[src/hdl/qps_pkg.sv]
package qps_pkg;

    localparam int WINDOW_DEPTH_DEF = 4;

    localparam int TIME_W  = 32;
    localparam int POS_W   = 32;
    localparam int SPEED_W = 22;
    localparam int US_W    = 20;

    localparam logic [US_W-1:0] US_PER_S = 20'd1000000;

    localparam int unsigned SPEED_POS_LIMIT = 2097151;
    localparam int unsigned SPEED_NEG_LIMIT = 2097152;

    localparam logic [SPEED_W-1:0] SPEED_MAX_CODE = 22'h1FFFFF;
    localparam logic [SPEED_W-1:0] SPEED_MIN_CODE = 22'h200000;

    typedef struct packed {
        logic busy;
        logic done;
    } div_stat_t;

endpackage

[src/hdl/qps_window.sv]
module qps_window #(
    parameter int WINDOW_DEPTH = qps_pkg::WINDOW_DEPTH_DEF
) (
    input  logic                             aclk,
    input  logic                             aresetn,
    input  logic                             wr_en,
    input  logic [qps_pkg::POS_W-1:0]        wr_pos,
    input  logic [qps_pkg::TIME_W-1:0]       wr_time,
    output logic [qps_pkg::POS_W-1:0]        rd_pos,
    output logic [qps_pkg::TIME_W-1:0]       rd_time,
    output logic [$clog2(WINDOW_DEPTH+1)-1:0] fill
);

    localparam int HEAD_W = $clog2(WINDOW_DEPTH);
    localparam int FILL_W = $clog2(WINDOW_DEPTH + 1);

    logic [qps_pkg::POS_W-1:0]  mem_pos  [WINDOW_DEPTH];
    logic [qps_pkg::TIME_W-1:0] mem_time [WINDOW_DEPTH];

    logic [HEAD_W-1:0] head_reg, head_next;
    logic [FILL_W-1:0] fill_reg, fill_next;
    logic [FILL_W:0]   oldest_wide;
    logic [HEAD_W-1:0] oldest;

    // oldest live entry, modulo the window depth
    always_comb begin
        if ((FILL_W + 1)'(head_reg) >= (FILL_W + 1)'(fill_reg)) begin
            oldest_wide = (FILL_W + 1)'(head_reg) - (FILL_W + 1)'(fill_reg);
        end else begin
            oldest_wide = (FILL_W + 1)'(head_reg) + (FILL_W + 1)'(WINDOW_DEPTH)
                          - (FILL_W + 1)'(fill_reg);
        end
        oldest = oldest_wide[HEAD_W-1:0];
    end

    always_comb begin
        head_next = head_reg;
        fill_next = fill_reg;
        if (wr_en) begin
            if (head_reg == HEAD_W'(WINDOW_DEPTH - 1)) begin
                head_next = '0;
            end else begin
                head_next = head_reg + HEAD_W'(1);
            end
            if (fill_reg != FILL_W'(WINDOW_DEPTH)) begin
                fill_next = fill_reg + FILL_W'(1);
            end
        end
    end

    always_ff @(posedge aclk) begin
        if (!aresetn) begin
            head_reg <= '0;
            fill_reg <= '0;
        end else begin
            head_reg <= head_next;
            fill_reg <= fill_next;
        end
    end

    always_ff @(posedge aclk) begin
        if (wr_en) begin
            mem_pos[head_reg]  <= wr_pos;
            mem_time[head_reg] <= wr_time;
        end
        rd_pos  <= mem_pos[oldest];
        rd_time <= mem_time[oldest];
    end

    assign fill = fill_reg;

endmodule

[src/hdl/qps_divider.sv]
module qps_divider #(
    parameter int NUM_W = 22
) (
    input  logic                        aclk,
    input  logic                        aresetn,
    input  logic                        start,
    input  logic [NUM_W-1:0]            numer,
    input  logic [qps_pkg::TIME_W-1:0]  denom,
    output logic [NUM_W-1:0]            quot,
    output qps_pkg::div_stat_t          stat
);

    localparam int DEN_W = qps_pkg::TIME_W;
    localparam int CNT_W = $clog2(NUM_W);

    logic [DEN_W-1:0] rem_reg, rem_next;
    logic [NUM_W-1:0] quo_reg, quo_next;
    logic [DEN_W-1:0] den_reg, den_next;
    logic [CNT_W-1:0] cnt_reg, cnt_next;
    logic             busy_reg, busy_next;

    logic [DEN_W:0] rem_sh;
    logic [DEN_W:0] rem_sub;
    logic           fits;

    // one restoring step per cycle
    always_comb begin
        rem_sh  = {rem_reg, quo_reg[NUM_W-1]};
        fits    = rem_sh >= {1'b0, den_reg};
        rem_sub = rem_sh - {1'b0, den_reg};
    end

    always_comb begin
        rem_next  = rem_reg;
        quo_next  = quo_reg;
        den_next  = den_reg;
        cnt_next  = cnt_reg;
        busy_next = busy_reg;
        if (start) begin
            rem_next  = '0;
            quo_next  = numer;
            den_next  = denom;
            cnt_next  = CNT_W'(NUM_W - 1);
            busy_next = 1'b1;
        end else if (busy_reg) begin
            rem_next = fits ? rem_sub[DEN_W-1:0] : rem_sh[DEN_W-1:0];
            quo_next = {quo_reg[NUM_W-2:0], fits};
            cnt_next = cnt_reg - CNT_W'(1);
            if (cnt_reg == '0) begin
                busy_next = 1'b0;
            end
        end
    end

    always_ff @(posedge aclk) begin
        if (!aresetn) begin
            busy_reg <= 1'b0;
            cnt_reg  <= '0;
        end else begin
            busy_reg <= busy_next;
            cnt_reg  <= cnt_next;
        end
        rem_reg <= rem_next;
        quo_reg <= quo_next;
        den_reg <= den_next;
    end

    assign quot      = quo_reg;
    assign stat.busy = busy_reg;
    assign stat.done = busy_reg && (cnt_reg == '0);

    a_start_idle: assert property (@(posedge aclk) disable iff (!aresetn)
        start |-> !busy_reg)
        else $error("divider started while busy");

endmodule

[src/hdl/quadrature_position_speed.sv]
// flow: a request is taken in idle and passes the read, prep and multiply states, then
// the divide state, where the bit-serial divider makes one quotient bit per cycle; a
// request whose speed is zero by rule (short window or tiny time span) skips the divide
// state; s_ready is low while a request is in work, and the done state waits on m_ready
// reset: synchronous active-low aresetn clears levels, position, window fill and head,
// the invert setting and all handshake state
module quadrature_position_speed #(
    parameter int WINDOW_DEPTH = qps_pkg::WINDOW_DEPTH_DEF
) (
    input  logic                              aclk,
    input  logic                              aresetn,

    input  logic                              cfg_valid,
    output logic                              cfg_ready,
    input  logic                              cfg_data,

    input  logic                              s_valid,
    output logic                              s_ready,
    input  logic                              s_edge_channel,
    input  logic                              s_edge_level,
    input  logic [qps_pkg::TIME_W-1:0]        s_edge_time_us,

    output logic                              m_valid,
    input  logic                              m_ready,
    output logic signed [qps_pkg::POS_W-1:0]  m_position_count,
    output logic signed [qps_pkg::SPEED_W-1:0] m_speed_counts_per_s
);

    localparam int POS_W   = qps_pkg::POS_W;
    localparam int TIME_W  = qps_pkg::TIME_W;
    localparam int SPEED_W = qps_pkg::SPEED_W;
    localparam int FILL_W  = $clog2(WINDOW_DEPTH + 1);
    localparam int DPOS_W  = $clog2(WINDOW_DEPTH);
    localparam int NUM_W   = DPOS_W + qps_pkg::US_W;
    localparam int QX_W    = ((NUM_W > SPEED_W) ? NUM_W : SPEED_W) + 1;

    typedef enum logic [2:0] {
        ST_IDLE,
        ST_READ,
        ST_PREP,
        ST_MUL,
        ST_DIV,
        ST_DONE
    } state_t;

    state_t state_reg, state_next;

    logic              invert_reg, invert_next;
    logic              level_a_reg, level_a_next;
    logic              level_b_reg, level_b_next;
    logic [POS_W-1:0]  position_reg, position_next;
    logic [TIME_W-1:0] time_new_reg, time_new_next;
    logic [TIME_W-1:0] dt_reg, dt_next;
    logic [DPOS_W-1:0] mag_reg, mag_next;
    logic              neg_reg, neg_next;
    logic              zero_reg, zero_next;

    logic               m_valid_reg, m_valid_next;
    logic [POS_W-1:0]   m_pos_reg, m_pos_next;
    logic [SPEED_W-1:0] m_speed_reg, m_speed_next;

    logic              accept;
    logic              same;
    logic              step_down;
    logic [POS_W-1:0]  pos_stepped;
    logic [POS_W-1:0]  rd_pos;
    logic [TIME_W-1:0] rd_time;
    logic [FILL_W-1:0] fill;
    logic [POS_W-1:0]  dpos;
    logic [TIME_W-1:0] dt;
    logic [POS_W-1:0]  dpos_abs;
    logic [NUM_W-1:0]  numer;
    logic              div_start;
    logic [NUM_W-1:0]  quot;
    logic [QX_W-1:0]   quot_x;
    logic [SPEED_W-1:0] speed;

    qps_pkg::div_stat_t div_stat;

    assign accept    = s_valid && s_ready;
    assign s_ready   = (state_reg == ST_IDLE);
    assign cfg_ready = 1'b1;

    // direction from the level of the other line
    always_comb begin
        if (s_edge_channel) begin
            same      = (level_a_reg == s_edge_level);
            step_down = !(same ^ invert_reg);
        end else begin
            same      = (level_b_reg == s_edge_level);
            step_down = same ^ invert_reg;
        end
        pos_stepped = step_down ? position_reg - POS_W'(1) : position_reg + POS_W'(1);
    end

    qps_window #(
        .WINDOW_DEPTH (WINDOW_DEPTH)
    ) u_window (
        .aclk    (aclk),
        .aresetn (aresetn),
        .wr_en   (accept),
        .wr_pos  (pos_stepped),
        .wr_time (s_edge_time_us),
        .rd_pos  (rd_pos),
        .rd_time (rd_time),
        .fill    (fill)
    );

    always_comb begin
        dpos     = position_reg - rd_pos;
        dt       = time_new_reg - rd_time;
        dpos_abs = dpos[POS_W-1] ? (~dpos + POS_W'(1)) : dpos;
        numer    = NUM_W'(mag_reg) * NUM_W'(qps_pkg::US_PER_S);
    end

    assign div_start = (state_reg == ST_MUL) && !zero_reg;

    qps_divider #(
        .NUM_W (NUM_W)
    ) u_divider (
        .aclk    (aclk),
        .aresetn (aresetn),
        .start   (div_start),
        .numer   (numer),
        .denom   (dt_reg),
        .quot    (quot),
        .stat    (div_stat)
    );

    // sign and saturation
    always_comb begin
        quot_x = QX_W'(quot);
        if (zero_reg) begin
            speed = '0;
        end else if (!neg_reg) begin
            if (quot_x > QX_W'(qps_pkg::SPEED_POS_LIMIT)) begin
                speed = qps_pkg::SPEED_MAX_CODE;
            end else begin
                speed = quot_x[SPEED_W-1:0];
            end
        end else begin
            if (quot_x > QX_W'(qps_pkg::SPEED_NEG_LIMIT)) begin
                speed = qps_pkg::SPEED_MIN_CODE;
            end else begin
                speed = ~quot_x[SPEED_W-1:0] + SPEED_W'(1);
            end
        end
    end

    always_comb begin
        state_next    = state_reg;
        invert_next   = invert_reg;
        level_a_next  = level_a_reg;
        level_b_next  = level_b_reg;
        position_next = position_reg;
        time_new_next = time_new_reg;
        dt_next       = dt_reg;
        mag_next      = mag_reg;
        neg_next      = neg_reg;
        zero_next     = zero_reg;
        m_valid_next  = m_valid_reg;
        m_pos_next    = m_pos_reg;
        m_speed_next  = m_speed_reg;

        if (cfg_valid && cfg_ready) begin
            invert_next = cfg_data;
        end
        if (m_valid_reg && m_ready) begin
            m_valid_next = 1'b0;
        end

        case (state_reg)
            ST_IDLE: begin
                if (accept) begin
                    if (s_edge_channel) begin
                        level_b_next = s_edge_level;
                    end else begin
                        level_a_next = s_edge_level;
                    end
                    position_next = pos_stepped;
                    time_new_next = s_edge_time_us;
                    state_next    = ST_READ;
                end
            end
            ST_READ: begin
                state_next = ST_PREP;
            end
            ST_PREP: begin
                dt_next    = dt;
                neg_next   = dpos[POS_W-1];
                mag_next   = dpos_abs[DPOS_W-1:0];
                zero_next  = (fill < FILL_W'(2)) || (dt <= TIME_W'(1));
                state_next = ST_MUL;
            end
            ST_MUL: begin
                state_next = zero_reg ? ST_DONE : ST_DIV;
            end
            ST_DIV: begin
                if (div_stat.done) begin
                    state_next = ST_DONE;
                end
            end
            ST_DONE: begin
                if (!m_valid_reg || m_ready) begin
                    m_valid_next = 1'b1;
                    m_pos_next   = position_reg;
                    m_speed_next = speed;
                    state_next   = ST_IDLE;
                end
            end
            default: begin
                state_next = ST_IDLE;
            end
        endcase
    end

    always_ff @(posedge aclk) begin
        if (!aresetn) begin
            state_reg    <= ST_IDLE;
            invert_reg   <= 1'b0;
            level_a_reg  <= 1'b0;
            level_b_reg  <= 1'b0;
            position_reg <= '0;
            m_valid_reg  <= 1'b0;
        end else begin
            state_reg    <= state_next;
            invert_reg   <= invert_next;
            level_a_reg  <= level_a_next;
            level_b_reg  <= level_b_next;
            position_reg <= position_next;
            m_valid_reg  <= m_valid_next;
        end
        time_new_reg <= time_new_next;
        dt_reg       <= dt_next;
        mag_reg      <= mag_next;
        neg_reg      <= neg_next;
        zero_reg     <= zero_next;
        m_pos_reg    <= m_pos_next;
        m_speed_reg  <= m_speed_next;
    end

    assign m_valid              = m_valid_reg;
    assign m_position_count     = $signed(m_pos_reg);
    assign m_speed_counts_per_s = $signed(m_speed_reg);

    a_request_to_read: assert property (@(posedge aclk) disable iff (!aresetn)
        accept |=> state_reg == ST_READ)
        else $error("request not followed by window read");

    a_step_one: assert property (@(posedge aclk) disable iff (!aresetn)
        accept |=> (position_reg == $past(position_reg) + POS_W'(1))
                || (position_reg == $past(position_reg) - POS_W'(1)))
        else $error("position moved by other than one count");

    a_done_in_div: assert property (@(posedge aclk) disable iff (!aresetn)
        div_stat.done |-> state_reg == ST_DIV)
        else $error("divider finished outside divide state");

    a_zero_skips_div: assert property (@(posedge aclk) disable iff (!aresetn)
        (state_reg == ST_MUL) && zero_reg |=> !div_stat.busy && state_reg == ST_DONE)
        else $error("zero speed request reached the divider");

endmodule

[config.mk]
export PLATFORM = sky130hd
export DESIGN_NAME = quadrature_position_speed
export DESIGN_NICKNAME = d
export VERILOG_FILES = /design/src/hdl/qps_pkg.sv /design/src/hdl/qps_window.sv /design/src/hdl/qps_divider.sv /design/src/hdl/quadrature_position_speed.sv
export SDC_FILE = /design/constraint.sdc
export NUM_CORES = 1
export LEC_CHECK = 0
export BUFFER_PORTS_ARGS = -buffer_cell sky130_fd_sc_hd__buf_2
export CAP_MARGIN = 25
export CORE_MARGIN = 3
export CORE_UTILIZATION = 55
export DETAILED_ROUTE_END_ITERATION = 16
export HOLD_SLACK_MARGIN = 0.08
export PLACE_DENSITY = 0.73
export SLEW_MARGIN = 25
export SYNTH_ARGS = -nofsm -noshare
export SYNTH_HDL_FRONTEND = slang
export SYNTH_SLANG_ARGS = --single-unit
[constraint.sdc]
create_clock -name aclk -period 6.5 [get_ports aclk]
set_input_delay 1.3 -clock aclk [delete_from_list [all_inputs] [get_ports aclk]]
set_output_delay 1.3 -clock aclk [all_outputs]
set_load 0.02 [all_outputs]
==> metrics list, run 1 <==
- Outcome: finished clean
* Layout Skew: roughly 0.018 ns
- Number of slew-limit violations in the final report: 0
- The Yosys step of the flow raised 0 warnings.
* Overflow after GRT: 0
* Total of hold buffers inserted after clock tree synthesis: 0
- Area added between synthesis and finish: 11.6%
- Peak Freq: approximately 210 MHz
- For this run, the post-layout net count is 2361.
- Summed over all instances, the cell type with the most area after synthesis is edfxtp_1.
- Summed over all cells, the static leakage comes to 11.5 nW.
- Count of routing violations after the opening detailed-route iteration: 1323
- The tree is rooted in a clkbuf_16.
* Clock tree from TritonCTS: done
- First-pass GRT wire length: 88500 µm
- For this block, the routed nets add up to 54900 µm of wire.
- Tcrit/Tclk final: 0.732
- Syn_nets: 2263
* Hold path start: dt_reg[7]
- Maximum number of pins on one net before global-route repair: 65
- Max-cap violations: 0
- STA classifies the critical path endpoint as a flip-flop.
* Count of port buffers added during placement: 95
* Number of buffer and inverter instances along the worst setup path: 3
* Post-synthesis sequential element count: 578
- Dividing total power by cell area gives a power density of 447 nW/µm².
- The worst hold path belongs to the class flip-flop to flip-flop.
- In this run, post-CTS repair resized a total of 0 instances.
* Crit path setup slack, layout: around 1.7 ns
- Layout cell share with drive strength beyond 1: 0.138
- Setup violations remaining at the end of the flow were counted as 0.
* Post-synthesis cell area: 26500 µm²
- Launching point of the worst reg2reg path: invert_reg
- For this run, asynchronously set or reset flops after synthesis account for 0.
* Total routing usage reported by global routing: 0.219
- The number of global-route vias before repair is approximately 17000.
* Num rows: a little under 80
- Initial Utilization: 0.564
- Largest regs: u_window.mem_pos (128), u_window.mem_time (128)
* Placer's final routability congestion estimate: around 0.89
* Critical path arrival: a little over 5 ns
- In the post-synthesis netlist, the cell with the most instances is edfxtp_1.
* Most frequently used flop master after synthesis: edfxtp_1
- The worst setup path is of the primary input to flip-flop kind.
- Hold violation count in the final report: 0
* Horizontal die dimension: ~230 µm
* Floorplan core area: 47100 µm²
- The number of different library cells used by synthesis comes to 87.
* Setup repair after global routing missed its margin: no
* Reg clk slew, reported paths: 0.06 ns
- Critical path peak fanout: 34
- Synthesized instance count: 2081
* Most numerous cell types in the synthesized netlist: edfxtp_1, dfxtp_1, nand2_1
- Buffers added to address setup during post-CTS repair amount to 0.
- During I/O placement, the number of pins put on the boundary was 97.
- The share of synthesized area in the top cell type comes to 0.482.
* Detailed placer's ending HPWL: between 30000 and 40000 µm
* Sum Neg Setup Slack: 0 ns
- In this run the remaining antenna-violating nets after routing total 0.
* Worst relative slew slack: 0.435
- Number of flops mapped to enable cells by yosys: around 430
- Critical path origin: s_edge_level
- The H-tree generated during clock tree synthesis spans 2 levels.
- Wire per inst: 19.3 µm
- Timing analysis after detailed placement gives a worst setup slack of approximately 1.2 ns.
- Number of antenna violations at the first check in global routing: 3
- Via total after detailed routing: 16655
* Shortest clock period the worst path allows after layout: 4.76 ns
- Vert. Die Dim: about 230 µm
- Maximum buffer depth of the clock tree: 3
- Each instance of the synthesized netlist takes up on average 12.7 µm².
* Share of the yosys chip area belonging to registers: 0.597
- DRC violation count after routing: 0
- Walking the worst path, the cells encountered are buf_2 -> xor2_1 -> xnor2_1 -> inv_1 -> buf_4 -> fa_1 -> a21o_1 -> a21oi_1 -> o21ai_1 -> and3_1 -> a221oi_1 -> o21a_1 -> o21ai_1 -> a311oi_1 -> xnor2_1.
* Count of TritonRoute iterations in the first routing pass: 5
* Filler instances: 3563
- Total CTS buffers: 56
- By area the synthesized netlist is led by edfxtp_1, dfxtp_1, ha_1.
- Among cell families on the critical path, the largest total delay comes from compound AO/OA/AOI/OAI gates.
- The worst setup path is launched from a primary input.
* Sink Count: ~580
- In this design, the stage delay of the slowest critical-path cell is 0.60 ns.
- Maximum ir drop on the vdd rail: 0.296 mV
- STA puts the critical path data required time at between 6 and 7 ns.
- For the worst-skew pair, the clock arrives at the later sink with an insertion delay of 0.61 ns.
- Die area: 50900 µm²
* Transition time of the tightest slew-check pin: 0.848 ns
- Vias/cell: 5.87
- For this design, the slowest cell found on the critical path is a221oi_1.
==> stage by stage <==
stage / hold slack, ns / utilization / power, W / std cells / area [µm²]
floorplan: 0.400 / - / 0.00874 / 2081 / 26500
global placement: 0.404 / 0.588 / 0.00979 / 2727 / 27600
detailed placement: 0.405 / 0.588 / 0.00992 / 2727 / 27600
CTS: 0.418 / 0.628 / 0.0133 / 2833 / 29600
global route: 0.424 / 0.629 / 0.0140 / 2835 / 29600
finish: 0.415 / 0.629 / 0.0132 / 2836 / 29600
==> power by group <==
part           switching (W)  internal, W  leakage, nW
clock                0.00136      0.00197        0.942
combinational        0.00280      0.00186         5.36
sequential          0.000316      0.00494         5.15
total                0.00447      0.00877         11.5
==> final cells by class <==
| class | count | area (µm²) | area share |
|---|---|---|---|
| flip-flops and latches | 578 | 15800 | 0.535 |
| multi-input cells | 1288 | 9900 | 0.335 |
| clock buffers | 78 | 1610 | 0.0543 |
| well taps | 607 | 759 | 0.0257 |
| repair buffers | 116 | 657 | 0.0222 |
| inverters | 139 | 522 | 0.0176 |
| clock inverters | 28 | 309 | 0.0104 |
| diodes | 2 | 5.00 | 0.000169 |
==> layer usage <==
metal	GRT usage	share of wire
met1	0.306	0.45
met2	0.360	0.47
met3	0.0364	0.051
met4	0.0592	0.022
met5	0	0.00036
==> worst register-to-register path, stage by stage (launching register included) <==
cell	delay, ns
dfxtp_1	0.44
xor2_1	0.20
xnor2_1	0.18
inv_1	0.06
buf_4	0.27
fa_1	0.46
a21o_1	0.19
a21oi_1	0.27
o21ai_1	0.10
and3_1	0.19
a221oi_1	0.60
o21a_1	0.27
o21ai_1	0.15
a311oi_1	0.47
xnor2_1	0.21
==> final timing paths <==
| check | to | depth (start not counted) | slack, ns |
|---|---|---|---|
| worst max-delay path | u_window.mem_pos[3][30] | 15 | 1.74 |
| worst min-delay path | u_divider.den_reg[7] | 0 | 0.42 |
| worst max register to register | u_window.mem_pos[3][30] | 14 | 2.17 |
| worst min register to register | u_divider.den_reg[7] | 0 | 0.42 |
==> cell families after synthesis <==
group           Yosys count  share of synthesized area
compound gates          476                      0.119
xor+xnor                 87                     0.0287
fa+ha+maj               142                     0.0678
buf+inv                 215                     0.0309
flops                   578                      0.597
mux                      83                     0.0616
other cells               1                   0.000141
simple gates            499                     0.0950
==> placed cells by master, fill, tap and decap left out, types with 7 or more instances in the layout <==
master     instances
xor2_1            32
nand2_1          145
a31oi_1           23
buf_4             19
o21ai_0           70
a211oi_1          26
o21bai_1          13
clkinv_2          11
edfxtp_1         426
dfxtp_1          151
nor3_1            32
xnor2_1           55
nand3_1           40
nand4_1           19
a21oi_1          123
nand4b_1           7
mux4_2            64
o31ai_1            9
o211ai_1           9
clkbuf_1          13
mux2i_1           17
nor3b_1           10
ha_1             138
nor2b_1           28
nor4_1             8
or3_1             14
a21boi_0          26
clkbuf_16         59
a21o_1            60
o21a_1            26
nor2_1           117
inv_1            136
nand2b_1          14
and2_1            10
buf_2             95
o21ai_1           25
and3_1            17
(Power assumes the default switching activity.)
==> run 2, diff against run 1 <==
clock period = 4.8 ns   (was 6.5 ns; I/O delays follow)
==> run 2 against run 1 <==
Compared with the run above:
- first-iteration DRC count is 0.15% lower
- die area unchanged
- setup slack lost 1.1 ns
- critical path depth unchanged
- power is 35% higher
- wire length is 1.7% higher
- largest power group unchanged
==> metrics list, run 2 (synthesis gave the netlist of run 1 again) <==
- Outcome: finished clean
- Diode insertion count for antenna repair: 0
* Shortest clock period the worst path allows after layout: roughly 4.2 ns
* Sum Neg Setup Slack: 0 ns
- Maximum number of pins on one net before global-route repair: 65
- Area of all placed cells without fillers: 29700 µm²
- Setup CP Type: primary input to flip-flop
* Number of buffer and inverter instances along the worst setup path: 4
- The die is 226 µm wide.
- Number of I/O pins: slightly below 100
- Dividing the final minimum period by the clock period gives 0.875.
- The max-slew violation count came to 0.
- Headroom to the max-slew limit came out at 0.345.
* Antenna-violating nets left: 0
- Setup repair after global routing left no endpoint under its margin.
- Largest delay contributor family on the critical path: compound AO/OA/AOI/OAI gates
- The hold violation total from the final report was 0.
- Wire per inst: 19.6 µm
- The cell sitting at the root of the clock tree is a clkbuf_16.
* Slowest Stage Delay on Critical Path: 0.46 ns
* Placer's final routability congestion estimate: 0.921
* PostCTS Resize Cnt: 0
- The routed design has approximately 56000 µm of wire.
- Detailed placement finished with a half-perimeter wire length of 36800 µm.
- Num rows: 79
- Critical path peak fanout: 20
* Max-cap violations: 0
- Number of antenna violations at the first check in global routing: 4
- Using the TritonRoute via totals, the vias-per-cell ratio works out to 5.92.
- Critical path arrival: 4.53 ns
- After the first detailed-routing iteration, the DRC count stood at 1321.
- Across the VDD grid, the largest voltage drop is approximately 0.37 mV.
- The largest individual stage delay along the critical path comes from the cell a311oi_1.
* Floorplan core area: between 40000 and 50000 µm²
* Vert. Die Dim: 226 µm
- Final Setup Violations: 0
- Maximum buffer depth of the clock tree: 3
- First-pass GRT wire length: 90600 µm
- Layout cell share with drive strength beyond 1: 0.140
- Traced cell by cell, the critical path runs through buf_2 -> o21ai_0 -> xnor2_1 -> inv_1 -> buf_4 -> ha_1 -> a21oi_1 -> o21bai_1 -> a21o_1 -> a221oi_1 -> buf_4 -> o21a_1 -> o21ai_1 -> a311oi_1 -> xnor2_1.
* Worst endpoint required time: 5.12 ns
- Clock tree from TritonCTS: done
- Top library cells by usage in the layout, fill and taps aside: edfxtp_1, dfxtp_1, nand2_1, ha_1, inv_1
- The area growth from synthesis to layout is 11.8%.
* Count of TritonRoute iterations in the first routing pass: 7
* Count of port buffers added during placement: 95
- The worst setup path is captured at a flip-flop.
- The detailed router placed 16827 vias in this run.
* Sink Count: 578
- The library cell used most frequently in the layout, excluding fill and tap cells, is edfxtp_1.
* Number of global-route vias before repair: 16916
* Worst-skew pair later-pin latency: ~0.62 ns
* Filler instances: 3508
* Leakage power summed over all cells: between 10 and 15 nW
- The H-tree was split into 2 levels.
* Die area: 50900 µm²
* Peak Freq: 238 MHz
- For this run, design rule violations remaining after detail routing come to 0.
* Total of hold buffers inserted after clock tree synthesis: 0
* Number of setup buffers added after CTS: 0
- The initial utilization of the core area, before any placement, comes to 0.564.
* Reg clk slew, reported paths: 0.06 ns
* Instance area at placement: 27800 µm²
- Total CTS buffers: 56
- Power per cell area: 605 nW/µm²
- Layout Skew: 0.0162 ns
* Type of the tightest min-delay check: flip-flop to flip-flop
* Total routing usage reported by global routing: 0.225
* Critical Path Source Type: primary input
- Overflow after GRT: 0
- After the last flow step, the layout net total stands at 2370.
* Transition time of the tightest slew-check pin: 0.982 ns
- Largest regs: u_window.mem_pos (128), u_window.mem_time (128)
[run 2: metrics by stage]
stage	hold slack (ns)	std cells	total power, W	setup slack, ns	utilization
2_1_floorplan	0.400	2081	0.0118	0.292	-
3_3_place_gp	0.405	2735	0.0133	0.135	0.589
3_5_place_dp	0.405	2736	0.0135	0.0440	0.590
4_1_cts	0.414	2840	0.0180	0.698	0.630
5_1_grt	0.420	2841	0.0190	0.271	0.630
6_report	0.412	2841	0.0179	0.599	0.630
[run 2: layer usage]
metal / track usage / vias to the layer above / part of all wire
met2: 0.369 / 454 / 0.48
li1: - / 8013 / -
met5: 0 / - / 0.00068
met3: 0.0404 / 102 / 0.056
met1: 0.310 / 8252 / 0.44
met4: 0.0668 / 6 / 0.022
[run 2: power breakdown]
| part | switching, W | total, W | internal, W | leakage, nW |
|---|---|---|---|---|
| combinational | 0.00380 | 0.00636 | 0.00255 | 5.41 |
| clock | 0.00184 | 0.00444 | 0.00260 | 0.924 |
| sequential | 0.000444 | 0.00713 | 0.00669 | 5.15 |
[run 2: path summary, 6_finish.rpt]
kind                                     start                       to  slack [ns]  depth (start not counted)
worst max-delay path            s_edge_channel  u_window.mem_pos[3][30]        0.60                         15
worst min-delay path                dt_reg[21]    u_divider.den_reg[21]        0.41                          0
worst max register to register      invert_reg  u_window.mem_pos[3][30]        0.68                         14
worst min register to register      dt_reg[21]    u_divider.den_reg[21]        0.41                          0
[run 2: final cells by class]
class	count	area, µm²	share of cell area
clock inverter	30	332	0.0112
clock buffer	74	1550	0.0523
inverter	139	522	0.0176
multi-input combinational	1288	9900	0.334
sequential	578	15800	0.534
timing repair buffer	125	761	0.0256
tap	607	759	0.0256
==> run 3, diff against run 2 <==
CORE_UTILIZATION = 40   (was 55)
PLACE_DENSITY = 0.57   (was 0.73)
REMOVE_ABC_BUFFERS = 1   (was not set)
==> run 3 against run 2 <==
Compared with the run above:
- global-route usage down 5.9 points
- fmax up 2.3%
- first-iteration DRC count down 13%
- critical path type unchanged
- highest routed layer unchanged
==> metrics list, run 3 (synthesis gave the netlist of run 1 again) <==
- The setup path with the least slack is of type primary input to flip-flop.
- Summed over all layers, the routed wires come to roughly 58000 µm.
- In this run the worst path has a maximum fanout of 18.
- The die is 264 µm tall.
- The first TritonRoute pass finished after 5 iterations.
- The path class of the tightest hold or removal check is flip-flop to flip-flop.
- After the first detailed-routing iteration, the DRC count stood at approximately 1200.
* Maximum ir drop on the vdd rail: 0.470 mV
* Total of hold buffers inserted after clock tree synthesis: 0
- After detailed routing, the average wire length per cell comes to 18.8 µm.
- Combinational fraction of design power: 0.343
- Setup repair after global routing left no endpoint under its margin.
- The H-tree generated during clock tree synthesis spans 2 levels.
* DRC violation count after routing: 0
- Number of placed cells counting well taps: 2989
- Switching power total: 0.00613 W
- Shortest clock period the worst path allows after layout: a little over 4 ns
* Most frequent standard cell in the layout excluding fill and tap cells: edfxtp_1
- Clock tree from TritonCTS: done
- First-pass GRT wire length: around 90000 µm
- The detail route stage leaves a number of antenna-violating nets equal to 0.
* Hold path start: dt_reg[1]
- Max-cap violations: 0
- Count of nets after finishing: 2378
* Final Setup Violations: 0
- Number of setup buffers added after CTS: 0
* Post-Place Setup Slack: 0.138 ns
- For this configuration, the core starts out at a cell density of 0.408.
- At the pin with the least slew margin, the transition time is between 0.8 and 0.9 ns.
- Compared with the post-synthesis result, the final layout area differs by 14.0%.
* Worst relative slew slack: 0.407
- Maximum number of pins on one net before global-route repair: 65
* Switching part of the total: 0.335
* Cell with the biggest individual delay on the critical path: a221oi_1
* Launching point of the worst reg2reg path: invert_reg
- Via total after detailed routing: around 17000
- Number of I/O pins: 97
* Total routing usage reported by global routing: 0.166
* Endpoint of the worst setup timing path: u_window.mem_pos[2][31]
- Critical Path Source Type: primary input
- In this run the power density over the cells is 605 nW/µm².
- Num rows: 93
- Critical path arrival: about 4.5 ns
- Share of power burned in registers: 0.390
- On the final layout, the worst clock skew is 0.0340 ns.
- Slack of the worst reg-to-reg path: 0.86 ns
- For this run the aggregate overflow at the end of global routing stands at 0.
- The max-slew violation count is 0.
* Number of global-route vias before repair: 16394
* Root cell of the clock tree: clkbuf_16
- The hold violation total from the final report is 0.
- Crit path setup slack, layout: 0.694 ns
- Outcome: finished clean
- Horizontal die dimension: 264 µm
* Peak Freq: around 240 MHz
- Post-CTS repair changed the size of 0 cells.
* Die area: 69400 µm²
- The largest registers in the layout are u_window.mem_pos (128), u_window.mem_time (128).
- The endpoint identified for the worst register-to-register timing path is u_window.mem_pos[2][31].
- Counting cells, the worst reg-to-reg path comes to 15.
- Maximum buffer depth of the clock tree: 3
- Tcrit/Tclk final: 0.856
* Leakage power summed over all cells: ~12 nW
* Critical path origin: s_edge_level
- Traced cell by cell, the critical path runs through buf_2 -> xor2_1 -> xnor2_1 -> buf_4 -> inv_1 -> buf_4 -> ha_1 -> a211oi_1 -> o21ai_1 -> a221oi_1 -> a31oi_1 -> o22ai_1 -> o2111ai_1 -> and3_1 -> nor3_1 -> xor2_1.
- The region available for standard cell placement spans approximately 65000 µm².
- The clock net in this run drives a total of 578 sinks.
- Buffers inserted during clock tree synthesis total 59.
- Power share of the clock group: 0.268
- Detailed placer's ending HPWL: 38400 µm
- Using the TritonRoute via totals, the vias-per-cell ratio works out to between 5 and 6.
- In the layout the commonest cells are edfxtp_1, dfxtp_1, nand2_1, ha_1, inv_1.
* Slowest Stage Delay on Critical Path: 0.37 ns
* Pint: 0.0121 W
* Filler-free cell count of the finished design: 3105
- Layout cell share with drive strength beyond 1: 0.148
* CP Capture Type: flip-flop
- The initial antenna violation count was 5.
- Data on the critical path is required at its endpoint by 5.22 ns.
- Worst-skew pair later-pin latency: 0.63 ns
* Placer's final routability congestion estimate: 0.836
- Clock-pin slew was measured on the worst setup and hold paths at about 0.060 ns.
- Filler instances: approximately 6000
- Count of port buffers added during placement: between 90 and 100
-- run 3: cell type report --
| cell class | count | area, µm² | share of cell area |
|---|---|---|---|
| clock inverters | 42 | 531 | 0.0175 |
| inverters | 139 | 522 | 0.0173 |
| diodes | 3 | 7.51 | 0.000248 |
| flip-flops and latches | 578 | 15800 | 0.524 |
| clock buffers | 70 | 1570 | 0.0519 |
| multi-input cells | 1288 | 9910 | 0.328 |
| well taps | 855 | 1070 | 0.0354 |
| repair buffers | 130 | 787 | 0.0260 |
-- run 3: worst min path at each step --
stage / end / slack [ns] / cells after the start
final: u_divider.den_reg[1] / 0.41 / 0
after global routing: u_divider.den_reg[14] / 0.42 / 0
after floorplan: u_divider.den_reg[0] / 0.40 / 0
after CTS: u_divider.den_reg[1] / 0.41 / 0
after detailed placement: u_divider.den_reg[1] / 0.41 / 0
after global placement: u_divider.den_reg[13] / 0.40 / 0
-- run 3: power by group through the flow --
stage / Combinational, W / Clock (W) / Sequential [W]
after floorplan: 0.00484 / 0 / 0.00707
after global placement: 0.00612 / 0 / 0.00721
after detailed placement: 0.00624 / 0 / 0.00723
after CTS: 0.00628 / 0.00502 / 0.00714
after global routing: 0.00701 / 0.00523 / 0.00721
final: 0.00626 / 0.00489 / 0.00712
-- run 3: metal layers --
| metal | up-vias | global-route usage | wire [µm] |
|---|---|---|---|
| li1 | 8039 | - | - |
| met1 | 8103 | 0.238 | 28200 |
| met3 | 53 | 0.0282 | 2450 |
| met2 | 303 | 0.263 | 26700 |
| met5 | - | 0 | 13 |
| met4 | 2 | 0.0408 | 944 |
-- run 3: worst max-delay path: cells and delay by family --
family,cells,cell delay [ns]
AND/OR/NAND/NOR,2,0.49
adder cells (fa/ha/maj),1,0.34
buffers and inverters,4,0.57
XOR/XNOR,3,0.69
AO/OA/AOI/OAI,6,1.46
-- run 3: metrics by stage --
step	utilization	area (µm²)	setup TNS (ns)	total power, W	hold WS, ns
2_1_floorplan	-	26200	-149.51	0.0119	0.400
3_3_place_gp	0.432	28100	0	0.0133	0.403
3_5_place_dp	0.432	28100	0	0.0135	0.406
4_1_cts	0.465	30200	0	0.0184	0.415
5_1_grt	0.465	30200	0	0.0195	0.416
6_report	0.465	30200	0	0.0183	0.412
